[src/design/mkrd_pkg.sv]
`timescale 1ns / 1ps
// ----------------------------------------------------------------------------
// mkrd_pkg
// Shared types and constants for the multichannel K-character record deframer.
// ----------------------------------------------------------------------------
package mkrd_pkg;

  localparam int NUM_CHANNELS  = 32;
  localparam int CH_W          = 5;
  localparam int CH_IDX_W      = (NUM_CHANNELS > 1) ? $clog2(NUM_CHANNELS) : 1;
  localparam int BYTE_W        = 8;
  localparam int PART_W        = 2 * BYTE_W;
  localparam int MASK_W        = 32;
  localparam int WORD_W        = 31;
  localparam int CHANNEL_SHIFT = 26;
  localparam logic [BYTE_W-1:0] SYNC_CHAR = 8'hFC;

  // Framing phase: out of frame, or position of the next data byte.
  typedef enum logic [1:0] {
    PH_IDLE = 2'd0,
    PH_B1   = 2'd1,
    PH_B2   = 2'd2,
    PH_B3   = 2'd3
  } phase_t;

  typedef struct packed {
    logic [CH_W-1:0]   channel;
    logic              is_control;
    logic [BYTE_W-1:0] symbol_byte;
  } symbol_t;

  typedef struct packed {
    logic              emit;
    logic [WORD_W-1:0] word;
  } result_t;

endpackage

[src/design/mkrd_frame_engine.sv]
`timescale 1ns / 1ps
// ----------------------------------------------------------------------------
// mkrd_frame_engine
// Per-channel framing state and record assembly for one symbol per cycle while proc is high.
// ----------------------------------------------------------------------------
module mkrd_frame_engine (
  input  logic                           clk,
  input  logic                           rst,
  input  logic                           proc,
  input  mkrd_pkg::symbol_t              item,
  input  logic [mkrd_pkg::MASK_W-1:0]    mask,
  output mkrd_pkg::result_t              res
);

  mkrd_pkg::phase_t                frame_phase    [mkrd_pkg::NUM_CHANNELS];
  logic [mkrd_pkg::PART_W-1:0]     partial_record [mkrd_pkg::NUM_CHANNELS];

  logic [mkrd_pkg::CH_IDX_W-1:0]   idx;
  logic                            in_range;
  logic                            enabled;
  mkrd_pkg::phase_t                cur_phase;
  mkrd_pkg::phase_t                phase_next;
  logic [mkrd_pkg::PART_W-1:0]     cur_part;
  logic [mkrd_pkg::PART_W-1:0]     part_next;
  logic                            wr_phase;
  logic                            wr_part;

  always_comb begin
    idx        = item.channel[mkrd_pkg::CH_IDX_W-1:0];
    in_range   = ({1'b0, item.channel} < (mkrd_pkg::CH_W+1)'(mkrd_pkg::NUM_CHANNELS));
    enabled    = in_range && mask[item.channel];
    cur_phase  = frame_phase[idx];
    cur_part   = partial_record[idx];
    phase_next = cur_phase;
    part_next  = cur_part;
    wr_phase   = 1'b0;
    wr_part    = 1'b0;
    res.emit   = 1'b0;
    res.word   = {item.channel, 2'b00, cur_part, item.symbol_byte};
    if (enabled) begin
      if (item.is_control) begin
        phase_next = (item.symbol_byte == mkrd_pkg::SYNC_CHAR) ? mkrd_pkg::PH_B1
                                                              : mkrd_pkg::PH_IDLE;
        wr_phase   = 1'b1;
      end else begin
        case (cur_phase)
          mkrd_pkg::PH_B1: begin
            part_next  = {item.symbol_byte, {mkrd_pkg::BYTE_W{1'b0}}};
            phase_next = mkrd_pkg::PH_B2;
            wr_phase   = 1'b1;
            wr_part    = 1'b1;
          end
          mkrd_pkg::PH_B2: begin
            part_next  = cur_part | {{mkrd_pkg::BYTE_W{1'b0}}, item.symbol_byte};
            phase_next = mkrd_pkg::PH_B3;
            wr_phase   = 1'b1;
            wr_part    = 1'b1;
          end
          mkrd_pkg::PH_B3: begin
            phase_next = mkrd_pkg::PH_B1;
            wr_phase   = 1'b1;
            res.emit   = 1'b1;
          end
          default: begin
            // out of frame: data byte dropped
          end
        endcase
      end
    end
  end

  always_ff @(posedge clk) begin
    if (rst) begin
      for (int i = 0; i < mkrd_pkg::NUM_CHANNELS; i++) begin
        frame_phase[i] <= mkrd_pkg::PH_IDLE;
      end
    end else if (proc && wr_phase) begin
      frame_phase[idx] <= phase_next;
    end
  end

  always_ff @(posedge clk) begin
    if (proc && wr_part) begin
      partial_record[idx] <= part_next;
    end
  end

`ifndef SYNTHESIS
  a_emit_data_only: assert property (@(posedge clk) disable iff (rst)
    res.emit |-> (!item.is_control && enabled))
    else $error("record emitted for control or disabled symbol");
  a_sync_restarts: assert property (@(posedge clk) disable iff (rst)
    (proc && enabled && item.is_control && item.symbol_byte == mkrd_pkg::SYNC_CHAR)
    |=> frame_phase[$past(idx)] == mkrd_pkg::PH_B1)
    else $error("sync character did not restart framing");
  a_emit_rearms: assert property (@(posedge clk) disable iff (rst)
    (proc && res.emit) |=> frame_phase[$past(idx)] == mkrd_pkg::PH_B1)
    else $error("channel not rearmed after record");
`endif

endmodule

[src/design/mkrd_out_stage.sv]
`timescale 1ns / 1ps
// ----------------------------------------------------------------------------
// mkrd_out_stage
// Result register holding one record until the consumer takes it.
// ----------------------------------------------------------------------------
module mkrd_out_stage (
  input  logic                          clk,
  input  logic                          rst,
  input  logic                          load,
  input  logic [mkrd_pkg::WORD_W-1:0]   word_in,
  input  logic                          stall,
  output logic                          valid,
  output logic [mkrd_pkg::WORD_W-1:0]   word_out
);

  always_ff @(posedge clk) begin
    if (rst) begin
      valid <= 1'b0;
    end else if (load) begin
      valid <= 1'b1;
    end else if (!stall) begin
      valid <= 1'b0;
    end
  end

  always_ff @(posedge clk) begin
    if (load) begin
      word_out <= word_in;
    end
  end

endmodule

[src/design/multichannel_kchar_record_deframer.sv]
`timescale 1ns / 1ps
// ----------------------------------------------------------------------------
// multichannel_kchar_record_deframer
// Per-channel K-character synchronized deframer of 24-bit records.
// ----------------------------------------------------------------------------
// Takes one decoded 8b10b symbol per cycle (channel, control flag, byte) and
// keeps a framing phase per channel. K-char 0xFC (re)starts a frame, any other
// control character drops sync, and data out of frame is dropped. Every three
// in-frame data bytes form one record, MSB first, emitted as record_word:
// channel in 30..26, zeros in 25..24, record in 23..0. Channels whose bit in
// channel_enable_mask is clear are ignored. Throughput is one symbol per
// cycle while symbol_stall is low; a record goes via the symbol register to
// the result register, waiting while an earlier one is held by a record stall.
// The per-channel state update sits between the symbol register
// and the result register, so an input stall is only raised while a result
// is ready to load and the result register is full and stalled.
// Write the enable mask only while the block is idle.
// ----------------------------------------------------------------------------
module multichannel_kchar_record_deframer (
  input  logic                          clk,
  input  logic                          rst,
  // configuration write channel
  input  logic                          cfg_valid,
  output logic                          cfg_ready,
  input  logic [mkrd_pkg::MASK_W-1:0]   cfg_data,
  // symbol channel
  input  logic                          symbol_valid,
  output logic                          symbol_stall,
  input  logic [mkrd_pkg::CH_W-1:0]     channel,
  input  logic                          is_control,
  input  logic [mkrd_pkg::BYTE_W-1:0]   symbol_byte,
  // record channel
  output logic                          record_valid,
  input  logic                          record_stall,
  output logic [mkrd_pkg::WORD_W-1:0]   record_word
);

  // Enable mask register; the write port never back-pressures.
  logic [mkrd_pkg::MASK_W-1:0] channel_enable_mask;

  assign cfg_ready = 1'b1;

  always_ff @(posedge clk) begin
    if (rst) begin
      channel_enable_mask <= '0;
    end else if (cfg_valid && cfg_ready) begin
      channel_enable_mask <= cfg_data;
    end
  end

  // Symbol register: one request deep, processed once it can advance.
  logic              s1_valid;
  mkrd_pkg::symbol_t s1_item;
  mkrd_pkg::result_t res;
  logic              s1_advance;
  logic              sym_accept;

  // Advance unless a record must load while the result register is stuck.
  assign s1_advance   = s1_valid && (!res.emit || !record_valid || !record_stall);
  assign symbol_stall = s1_valid && !s1_advance;
  assign sym_accept   = symbol_valid && !symbol_stall;

  always_ff @(posedge clk) begin
    if (rst) begin
      s1_valid <= 1'b0;
    end else if (sym_accept) begin
      s1_valid <= 1'b1;
    end else if (s1_advance) begin
      s1_valid <= 1'b0;
    end
  end

  always_ff @(posedge clk) begin
    if (sym_accept) begin
      s1_item.channel     <= channel;
      s1_item.is_control  <= is_control;
      s1_item.symbol_byte <= symbol_byte;
    end
  end

  // Framing state is read and updated only when the request advances,
  // so back-to-back symbols of the same channel see the updated phase.
  mkrd_frame_engine u_engine (
    .clk  (clk),
    .rst  (rst),
    .proc (s1_advance),
    .item (s1_item),
    .mask (channel_enable_mask),
    .res  (res)
  );

  mkrd_out_stage u_out (
    .clk      (clk),
    .rst      (rst),
    .load     (s1_advance && res.emit),
    .word_in  (res.word),
    .stall    (record_stall),
    .valid    (record_valid),
    .word_out (record_word)
  );

`ifndef SYNTHESIS
  a_stall_needs_pending: assert property (@(posedge clk) disable iff (rst)
    symbol_stall |-> (s1_valid && res.emit && record_valid))
    else $error("symbol stall without a blocked record");
  a_no_record_overwrite: assert property (@(posedge clk) disable iff (rst)
    (record_valid && record_stall) |=> (record_valid && $stable(record_word)))
    else $error("pending record lost or overwritten");
  a_load_when_free: assert property (@(posedge clk) disable iff (rst)
    (s1_advance && res.emit) |-> (!record_valid || !record_stall))
    else $error("record loaded into a full result register");
`endif

endmodule
[config.mk]
export PLATFORM = sky130hd
export DESIGN_NAME = multichannel_kchar_record_deframer
export DESIGN_NICKNAME = d
export VERILOG_FILES = /design/src/design/mkrd_pkg.sv /design/src/design/mkrd_frame_engine.sv /design/src/design/mkrd_out_stage.sv /design/src/design/multichannel_kchar_record_deframer.sv
export SDC_FILE = /design/constraint.sdc
export NUM_CORES = 1
export LEC_CHECK = 0
export BUFFER_PORTS_ARGS = -buffer_cell sky130_fd_sc_hd__buf_2
export CORE_MARGIN = 3
export CORE_UTILIZATION = 64
export CTS_BUF_LIST = sky130_fd_sc_hd__clkbuf_8
export DETAILED_ROUTE_END_ITERATION = 8
export MAX_ROUTING_LAYER = met4
export PLACE_DENSITY = 0.82
export SYNTH_ARGS = -nofsm -noshare
export SYNTH_HDL_FRONTEND = slang
export SYNTH_HIERARCHICAL = 1
export SYNTH_SLANG_ARGS = --single-unit
[constraint.sdc]
create_clock -name clk -period 6.1 [get_ports clk]
set_input_delay 1.22 -clock clk [delete_from_list [all_inputs] [get_ports clk]]
set_output_delay 1.22 -clock clk [all_outputs]
set_load 0.02 [all_outputs]
After elaboration in Yosys (flattened, before gate mapping):

Memories as Yosys holds them, arrays and structs flattened. A register that Yosys moved wholly into a read port is not among the register bits.
Cells that the tools add are included.

* flip-flop bits (word level): 77
* bits in writable memories: 576
* memories: 2

Memories
* u_engine.partial_record: depth 32, bits a word 16, rd ports 1, clocked after memory_dff 1, wr ports 1, line mkrd_frame_engine.sv:16 `logic [mkrd_pkg::PART_W-1:0] partial_record [mkrd_pkg::NUM_CHANNELS];`
* u_engine.frame_phase: depth 32, bits a word 2, rd ports 1, clocked after memory_dff 1, wr ports 32, line mkrd_frame_engine.sv:15 `mkrd_pkg::phase_t frame_phase [mkrd_pkg::NUM_CHANNELS];`

* order comparisons: 1
* eq/ne operators: 5
* multiplexer cells: 34
* bitwise logic cells: 1
* reductions and logical operators: 17

Operators with widths (number)
* two-way mux 16 bit: 2
* case mux 16 bit (2 select lines): 1
* two-way mux 1 bit: 23
* bitwise OR 16 x 8 -> 16 bit: 1
* two-way mux 5 bit: 3
* == test 8 bit (second input constant): 1
* logical AND 1 bit: 6
* less-than comparator 5 x 6 -> 1 bit (second input constant): 1
* two-way mux 2 bit: 3
* case mux 2 bit (3 select lines): 1
* binary-select mux 1 bit (select 5 bit): 1
* logical NOT 1 bit: 5
* == test 2 bit (second input constant): 2
* OR reduction 2 bit: 2
* OR reduction 3 bit: 1
* == test 2 x 1 -> 1 bit (second input constant): 1
* logical OR 1 bit: 2
* != test 2 x 1 -> 1 bit (second input constant): 1
* nonzero test 2 bit: 1

Logic depth before layout (Yosys ltp):

Gate-level depths: netlist of the first run.

* depth after elaboration: 14
* mapped depth: 15
* mapped depth without buffers: 11

Hierarchy:

The synthesis of the first run kept the hierarchy.

Modules (own cells, without submodules)
* mkrd_frame_engine: times used 1, cells an instance 1189, area an instance 23537.6 µm²
* multichannel_kchar_record_deframer: times used 1, cells an instance 130, area an instance 1666.6 µm²
* mkrd_out_stage: times used 1, cells an instance 34, area an instance 959.7 µm²

Worst setup path after synthesis of the first run:

OpenSTA, ideal clock, no wires.

* kind: flip-flop to flip-flop
* start: register s1_item[9] in the netlist's numbering
* end: memory u_engine/partial_record[1][0] in the netlist's numbering (enable)
* setup time: 0.409 ns
* data arrival time: 4.674 ns
* required time: 5.691 ns
* path slack: 1.017 ns
* cell stages (with the launch flop): 15
* buffers on the path: 4
* cell sequence: edfxtp_1 > buf_2 > clkbuf_1 > buf_2 > mux4_2 > a22o_1 > nor4_1 > inv_1 > ha_1 > nor3b_1 > a31oi_1 > and2_1 > buf_1 > nand2_1 > nor3_1

RTL lines
* start: declaration: line multichannel_kchar_record_deframer.sv:53 `mkrd_pkg::symbol_t s1_item;`
* end: declaration: line mkrd_frame_engine.sv:16

==> run metrics, run 1 <==
worst hold slack roughly 0.49 ns; number of hold-slack violations in the final timing report 0; number of DRC markers after the initial detailed-route iteration 2,381; number of synthesized flops with an enable pin a little over 600; number of antenna repair diodes 0; M1 GR Usage between 30 and 40%; clock root cell sky130_fd_sc_hd__clkbuf_8; RD Place Congestion between 0.9 and 1; worst flop-to-flop path startpoint s1_item[12]; TritonCTS clock tree built; global-route wire length before repair 94,600 µm; CP endpoint kind output port; most frequently used cell type in the post-synthesis netlist sky130_fd_sc_hd__edfxtp_1; critical path peak fanout 17; Net Switching roughly 2200 µW; Routed WL roughly 63,000 µm; type of element launching the critical path flop; pin count of the biggest net entering global routing 83; fraction of final layout cells with drive strength greater than 1 between 30% and 40%; prevailing post-synth register cell sky130_fd_sc_hd__edfxtp_1; CTS hold repair buffers 0; part of the power in the clock network between 30 and 40%; via count ~15,000; Levels on crit path 11; worst vdd ir ~0.19 mV; Die H about 210 µm; top-area cell type share of the netlist area 71.3%; required time reported for the critical path endpoint 4.88 ns; RSZ-0062 raised after global routing false; area of the mapped netlist 26,200 µm²; Setup CP Type flop to output port; overall routing resource usage a little under a third; Tightest Hold Check Type flop to flop; count of synthesis-stage warnings from yosys 6; met3 Track Usage GR slightly below 8%; Syn Inst Count ~1,400; sequential share of power a little under three fifths; vias in the first global route approximately 15,000; final clock skew just over 0.03 ns; Worst path top cell family by delay simple AND/OR/NAND/NOR gates; Crit path top cell by count sky130_fd_sc_hd__inv_1; starting utilization of the core area 65.3%; router iterations before antenna repair 9; Max transition margin between 15 and 20%; max-cap viol count 0; clock buffer count from CTS 100; post-route design area 29,300 µm²; post-synthesis compound-gate area fraction under 10%; post-synthesis cell type with the largest combined area sky130_fd_sc_hd__edfxtp_1; register bit count reported by yosys approximately 660; routed wire length per instance 30.0 µm; Synth Area in XOR/XNOR 0%; # DRC 0; result of the run finished, final reports clean; portion of netlist area occupied by mux cells between 10 and 15%; number of setup violations in the final report 0; Final Max Tran Viols 0; CP max stage cell sky130_fd_sc_hd__edfxtp_1; die span in x around 210 µm; peak-usage layer in the global routing report met2; placed standard-cell area around 27,000 µm²; clock latency of the later-clocked register in the worst-skew pair approximately 0.66 ns; number of gates resized after cts 0; level count of the clock H-tree 3; measured slew at the worst slew-check pin about 1.3 ns; final critical-path required period roughly 5.5 ns; cell-by-cell listing of the critical path inv_1 > nor2_2 > buf_4 > a22o_1 > nor4_1 > inv_1 > ha_1 > nor3b_1 > nand4_1 > inv_1 > buf_2; top post-synthesis cells by count 621 x sky130_fd_sc_hd__edfxtp_1, 146 x sky130_fd_sc_hd__mux4_2, 67 x sky130_fd_sc_hd__nor3_1, 64 x sky130_fd_sc_hd__a22oi_1, 51 x sky130_fd_sc_hd__clkbuf_1; via-per-instance ratio just over 7; number of rows in the core area 73; startpoint of the most critical setup path s1_item[12]; # port buffers 83; ports placed on the boundary between 80 and 90; die outline area approximately 43,000 µm²; Longest Clk Path Bufs 3; post-DP HPWL ~38,000 µm; share of synthesized cell area in full adder, half adder and majority cells less than 1%; number of routed nets with antenna violations 0; combinational group share of total power under 10%; area inside the core boundary around 40,000 µm²; power density over the cells 314 nW/µm²; number of antenna violations at the first check in global routing 1; Sw Ratio between 20% and 30%; cell types occupying the most area after synthesis sky130_fd_sc_hd__edfxtp_1 71%, sky130_fd_sc_hd__mux4_2 13%, sky130_fd_sc_hd__dfxtp_1 2.6%; buffers plus inverters on the worst setup path 5; combinational family with the most area after synthesis multiplexers; Setup TNS Final 0 ns; internal portion of total power 7020 µW; worst r2r path cells 10; Filler Cell Count around 2,200; Static Leakage ~0.0096 µW; final global-route overflow total 0; area share of and/or/nand/nor cells after synthesis roughly 4.6%; overall power of the completed layout between 9000 and 10,000 µW; final-stage net count 1,549; number of sinks on the clock net 655; sequential-to-total area share from yosys stat between 70% and 80%; Max Clock Freq 0.182 GHz; count of buffers added by post-CTS timing repair for setup 0; Layout Area Growth over Synthesis 11.9%; register clock-pin slew on the reported worst setup and hold paths roughly 0.06 ns; Synth async-reset ratio 0%; arrival time at the worst endpoint about 4.3 ns; cell depth of the worst min-delay path 2; post-synthesis cell type count 51; period utilization 90.0%; fraction of met2 tracks used by global routing a little under half; max incr delay on CP roughly 0.83 ns; start point of the worst min-delay path channel_enable_mask[28]; Avg Inst Size Synth between 15 and 20 µm²
## sequential cells by signal (all words and copies together), names as in the netlist
register / flops
channel_enable_mask: 32
s1_valid: 1
u_engine/frame_phase: 64
u_out/word_out: 31
u_out/valid: 1
s1_item: 14
u_engine/partial_record: 512
## cells in the final DEF (no fill, tap or decap), drive strengths merged, types with 2 or more instances in the layout
cell    count
conb        3
mux2i      40
nand3b      2
mux2        3
nand3       7
clkbuf    111
dfxtp      34
edfxtp    621
clkinv     44
nor3       67
a31o       32
a41oi       8
a32oi       2
nand4      18
nand2b      4
and2       12
nor3b       3
inv        37
a22oi      64
nand2      28
nor2b       5
nor4       34
nor2       48
mux4      146
and3b       3
a22o        8
a21oi      12
ha          4
buf       158
a32o        8
## final cells by class
type	count	area (µm²)	share of cell area (%)
inverters	6	22.5	0.0769
well taps	525	657	2.24
clock buffers	111	1530	5.22
clock inverters	76	348	1.19
flip-flops and latches	655	19300	66.0
repair buffers	158	1020	3.47
multi-input cells	573	6390	21.8
## worst paths after layout
path                              endpoint  slack, ns
max                           symbol_stall       0.61
min reg2reg        channel_enable_mask[28]       0.49
min                channel_enable_mask[28]       0.49
max reg2reg  u_engine/partial_record[4][9]       1.04
## tightest hold or removal path, cell delays in order, from the launching register on
cell and delay (ns):
sky130_fd_sc_hd__dfxtp_1 0.32, sky130_fd_sc_hd__mux2i_1 0.06, sky130_fd_sc_hd__nor2_1 0.07
## metal layers
layer | up-vias | routed length, µm
li1 | 5924 | -
met1 | 7404 | 22100
met2 | 1245 | 30200
met3 | 252 | 7620
met4 | 0 | 3160
met5 | - | 0
## power by group through the flow
stage               combinational, µW  clock [µW]  sequential, µW
floorplan                         456           0            5200
global placement                  674           0            5220
detailed placement                701           0            5220
CTS                               703        3390            5120
global route                      753        3600            5120
finish                            718        3340            5130
## through the flow
step / cells / utilization [%] / setup slack (ns)
global placement: 1917 / 68.3 / 1.32
finish: 2104 / 73.0 / 0.611
CTS: 2104 / 73.0 / 0.729
floorplan: 1354 / - / 1.02
detailed placement: 1917 / 68.3 / 1.20
global route: 2104 / 73.0 / 0.436
## logic make-up (layout without fill, tap and decap cells)
family                   count (synthesis)  in the layout
other                                    2              3
adder cells (fa/ha/maj)                  4              4
buffers and inverters                  126            351
AND/OR/NAND/NOR                        233            233
flip-flops                             655            655
AO/OA/AOI/OAI                          144            144
multiplexers                           189            189
(Power assumes the default switching activity.)
==> run 2, diff against run 1 <==
--- a/config.mk
+++ b/config.mk
@@ -14,5 +14,4 @@
 export PLACE_DENSITY = 0.82
 export SYNTH_ARGS = -nofsm -noshare
 export SYNTH_HDL_FRONTEND = slang
-export SYNTH_HIERARCHICAL = 1
 export SYNTH_SLANG_ARGS = --single-unit
==> run 2 against run 1 <==
Routed wire length increased by 7.8%. Area after synthesis increased by 0.83%. Worst setup slack better by 0.37 ns. Sequential power is 3% higher. Cell count rose by 7.1%. Total power up 3.2%. Clock-buffer cell count shrank 10. Synthesized cell count up 12%. Highest routed layer unchanged. Sequential share of layout area decreased by 0.088 points. Combinational power is 17% higher.
==> run metrics, run 2 <==
# port buffers 81 (-2.4%); result of the run finished, final reports clean; Avg Inst Size Synth 17.4 µm² (-10%); count of buffers added by post-CTS timing repair for setup 0 (unchanged); Largest Register u_engine.partial_record; number of rows in the core area 73 (unchanged); CP endpoint kind output port; die outline area 43,700 µm² (+0.81%); post-DP HPWL 38,500 µm (+0.53%); measured slew at the worst slew-check pin 1.21 ns (-0.0400 ns); pin count of the biggest net entering global routing 67 (-19%); number of setup violations in the final report 0 (unchanged); Static Leakage 0.0103 µW (+7.0%); power density over the cells 322 nW/µm² (+2.8%); RSZ-0062 raised after global routing false; max-cap viol count 0 (unchanged); CTS hold repair buffers 0 (unchanged); overall routing resource usage 32.0% (+1.7 points); top flop regs u_engine.partial_record: 512 flops, u_engine.frame_phase: 64 flops, channel_enable_mask: 32 flops; Final Max Tran Viols 0 (unchanged); post-synthesis cell type with the largest combined area sky130_fd_sc_hd__edfxtp_1; worst vdd ir 0.274 mV (+43%); Setup TNS Final 0 ns (unchanged); most frequent standard cell in the layout excluding fill and tap cells sky130_fd_sc_hd__edfxtp_1; register bit count reported by yosys 658 (+0.46%); # DRC 0 (unchanged); top-area cell type share of the netlist area 70.5% (-0.82 points); prevailing post-synth register cell sky130_fd_sc_hd__edfxtp_1; area of the mapped netlist 26,400 µm² (+0.83%); level count of the clock H-tree 3 (unchanged); critical path peak fanout 29 (+12); vias in the first global route 15,700 (+7.2%); via-per-instance ratio 6.88 (-2.4%); Tightest Hold Check Type flop to flop; number of antenna violations at the first check in global routing 2 (+1); fraction of final layout cells with drive strength greater than 1 22.7% (-9.7 points); number of synthesized flops with an enable pin 619 (-0.32%); Worst Setup Slack post-DPL 1.44 ns (+0.236 ns); clock root cell sky130_fd_sc_hd__clkbuf_8; clock latency of the later-clocked register in the worst-skew pair 0.68 ns (+0.02 ns); arrival time at the worst endpoint 3.90 ns (-0.37 ns); die span in x 209 µm (+0.40%); top post-synthesis cells by count 619 x sky130_fd_sc_hd__edfxtp_1, 179 x sky130_fd_sc_hd__mux2i_1, 99 x sky130_fd_sc_hd__nor2_1, 83 x sky130_fd_sc_hd__mux4_2, 70 x sky130_fd_sc_hd__a22oi_1; Setup CP Type flop to output port; final clock skew 0.0248 ns (-0.00564 ns); Max Clock Freq 0.195 GHz (+7.3%); number of routed nets with antenna violations 0 (unchanged); final critical-path required period 5.12 ns (-0.373 ns); type of element launching the critical path flop; final global-route overflow total 0 (unchanged); RD Place Congestion 0.876 (-3.2%); starting utilization of the core area 65.6% (+0.39 points); Routed WL 68,000 µm (+7.8%); area inside the core boundary 40,200 µm² (+0.23%); number of gates resized after cts 0 (unchanged); router iterations before antenna repair 6 (-3); Syn Inst Count 1,518 (+12%); via count 15,500 (+4.5%); Max transition margin 18.6% (+2.0 points); number of sinks on the clock net 658 (+0.46%); worst hold slack 0.495 ns (+0.00487 ns); Longest Clk Path Bufs 3 (unchanged); TritonCTS clock tree built; period utilization 83.9% (-6.1 points); highest-count cells in the layout ignoring fill and taps 619 x sky130_fd_sc_hd__edfxtp_1, 179 x sky130_fd_sc_hd__mux2i_1, 101 x sky130_fd_sc_hd__clkbuf_8; clock buffer count from CTS 98 (-2.0%); sequential-to-total area share from yosys stat 73.4% (-0.46 points); number of hold-slack violations in the final timing report 0 (unchanged); cell types occupying the most area after synthesis sky130_fd_sc_hd__edfxtp_1 70%, sky130_fd_sc_hd__mux4_2 7.1%, sky130_fd_sc_hd__mux2i_1 6.8%; register clock-pin slew on the reported worst setup and hold paths 0.06 ns (about the same); routed wire length per instance 30.2 µm (+0.67%); crit path setup slack, layout 0.985 ns (+0.373 ns); post-synthesis cell type count 44 (-14%); number of flip-flops in the largest register 512 (unchanged); Synth async-reset ratio 0% (unchanged); global-route wire length before repair 98,800 µm (+4.5%); most frequently used cell type in the post-synthesis netlist sky130_fd_sc_hd__edfxtp_1; Layout Area Growth over Synthesis 11.4%; Die H 209 µm (+0.40%); number of DRC markers after the initial detailed-route iteration 2,274 (-4.5%); required time reported for the critical path endpoint 4.88 ns (about the same); ports placed on the boundary 85 (unchanged); final-stage net count 1,704 (+10%); count of synthesis-stage warnings from yosys 0 (-6)
## run 2: cell count changes in the layout (fill, tap and decap cells not counted), sizes merged, moves of 32 or more
cell,previous run,this run
mux2i,40,179
a31o,32,0
nor3,67,19
mux4,146,83
a21o,0,32
nor2,48,99
## run 2: logic make-up after synthesis
| family | after synthesis | synth area share, % |
|---|---|---|
| other cells | 2 | 0.0285 |
| compound gates | 162 | 4.40 |
| fa+ha+maj | 5 | 0.237 |
| flops | 658 | 73.4 |
| buf+inv | 114 | 1.88 |
| mux | 267 | 14.1 |
| simple gates | 310 | 5.94 |
## run 2: cell type report
| class | instances | area (µm²) |
|---|---|---|
| timing repair buffer | 139 | 866 |
| tap | 525 | 657 |
| sequential | 658 | 19400 |
| multi-input combinational | 747 | 6630 |
| clock inverter | 77 | 457 |
| fill | 2311 | 10800 |
| inverter | 4 | 15.0 |
| antenna | 2 | 5.00 |
| clock buffer | 101 | 1390 |
## run 2: routing by layer
layer,GRT usage (%),vias to the layer above,wire length [µm]
met3,8.41,233,8950
met1,42.2,7706,23700
met2,48.3,1219,32300
li1,-,6333,-
met5,-,-,0
met4,13.8,0,3010
## run 2: final timing paths
kind,startpoint,end,slack [ns],cells after the start
worst max-delay path,flop,symbol_stall,0.98,10
worst min-delay path,channel_enable_mask[5],channel_enable_mask[5],0.50,2
worst max register to register,flop,u_engine.partial_record[4][11],1.25,7
worst min register to register,channel_enable_mask[5],channel_enable_mask[5],0.50,2
## run 2: where the power goes
part / switching, µW / internal, µW / leakage [µW] / total [µW]
clock: 1670 / 1720 / 0.00110 / 3380
combinational: 588 / 249 / 0.00322 / 838
sequential: 49.8 / 5210 / 0.00601 / 5260
total: 2300 / 7170 / 0.0103 / 9480
## run 2: stage by stage
step	instances	total power (µW)	area, µm²	util, %
after floorplan	1519	5880	26400	-
after global placement	2073	6120	27500	68.5
after detailed placement	2073	6160	27500	68.5
after CTS	2251	9480	29400	73.1
after global routing	2253	9760	29400	73.2
final	2253	9480	29400	73.2
## run 2: critical path, stage by stage, from the launching register on
cell and delay, ns:
sky130_fd_sc_hd__dfxtp_4 0.52, sky130_fd_sc_hd__buf_4 0.56, sky130_fd_sc_hd__mux4_2 0.34, sky130_fd_sc_hd__mux2i_1 0.06
sky130_fd_sc_hd__a22oi_1 0.37, sky130_fd_sc_hd__nand3_1 0.28, sky130_fd_sc_hd__inv_1 0.16, sky130_fd_sc_hd__ha_1 0.24
sky130_fd_sc_hd__nand3b_1 0.17, sky130_fd_sc_hd__nor3_1 0.28, sky130_fd_sc_hd__buf_2 0.23
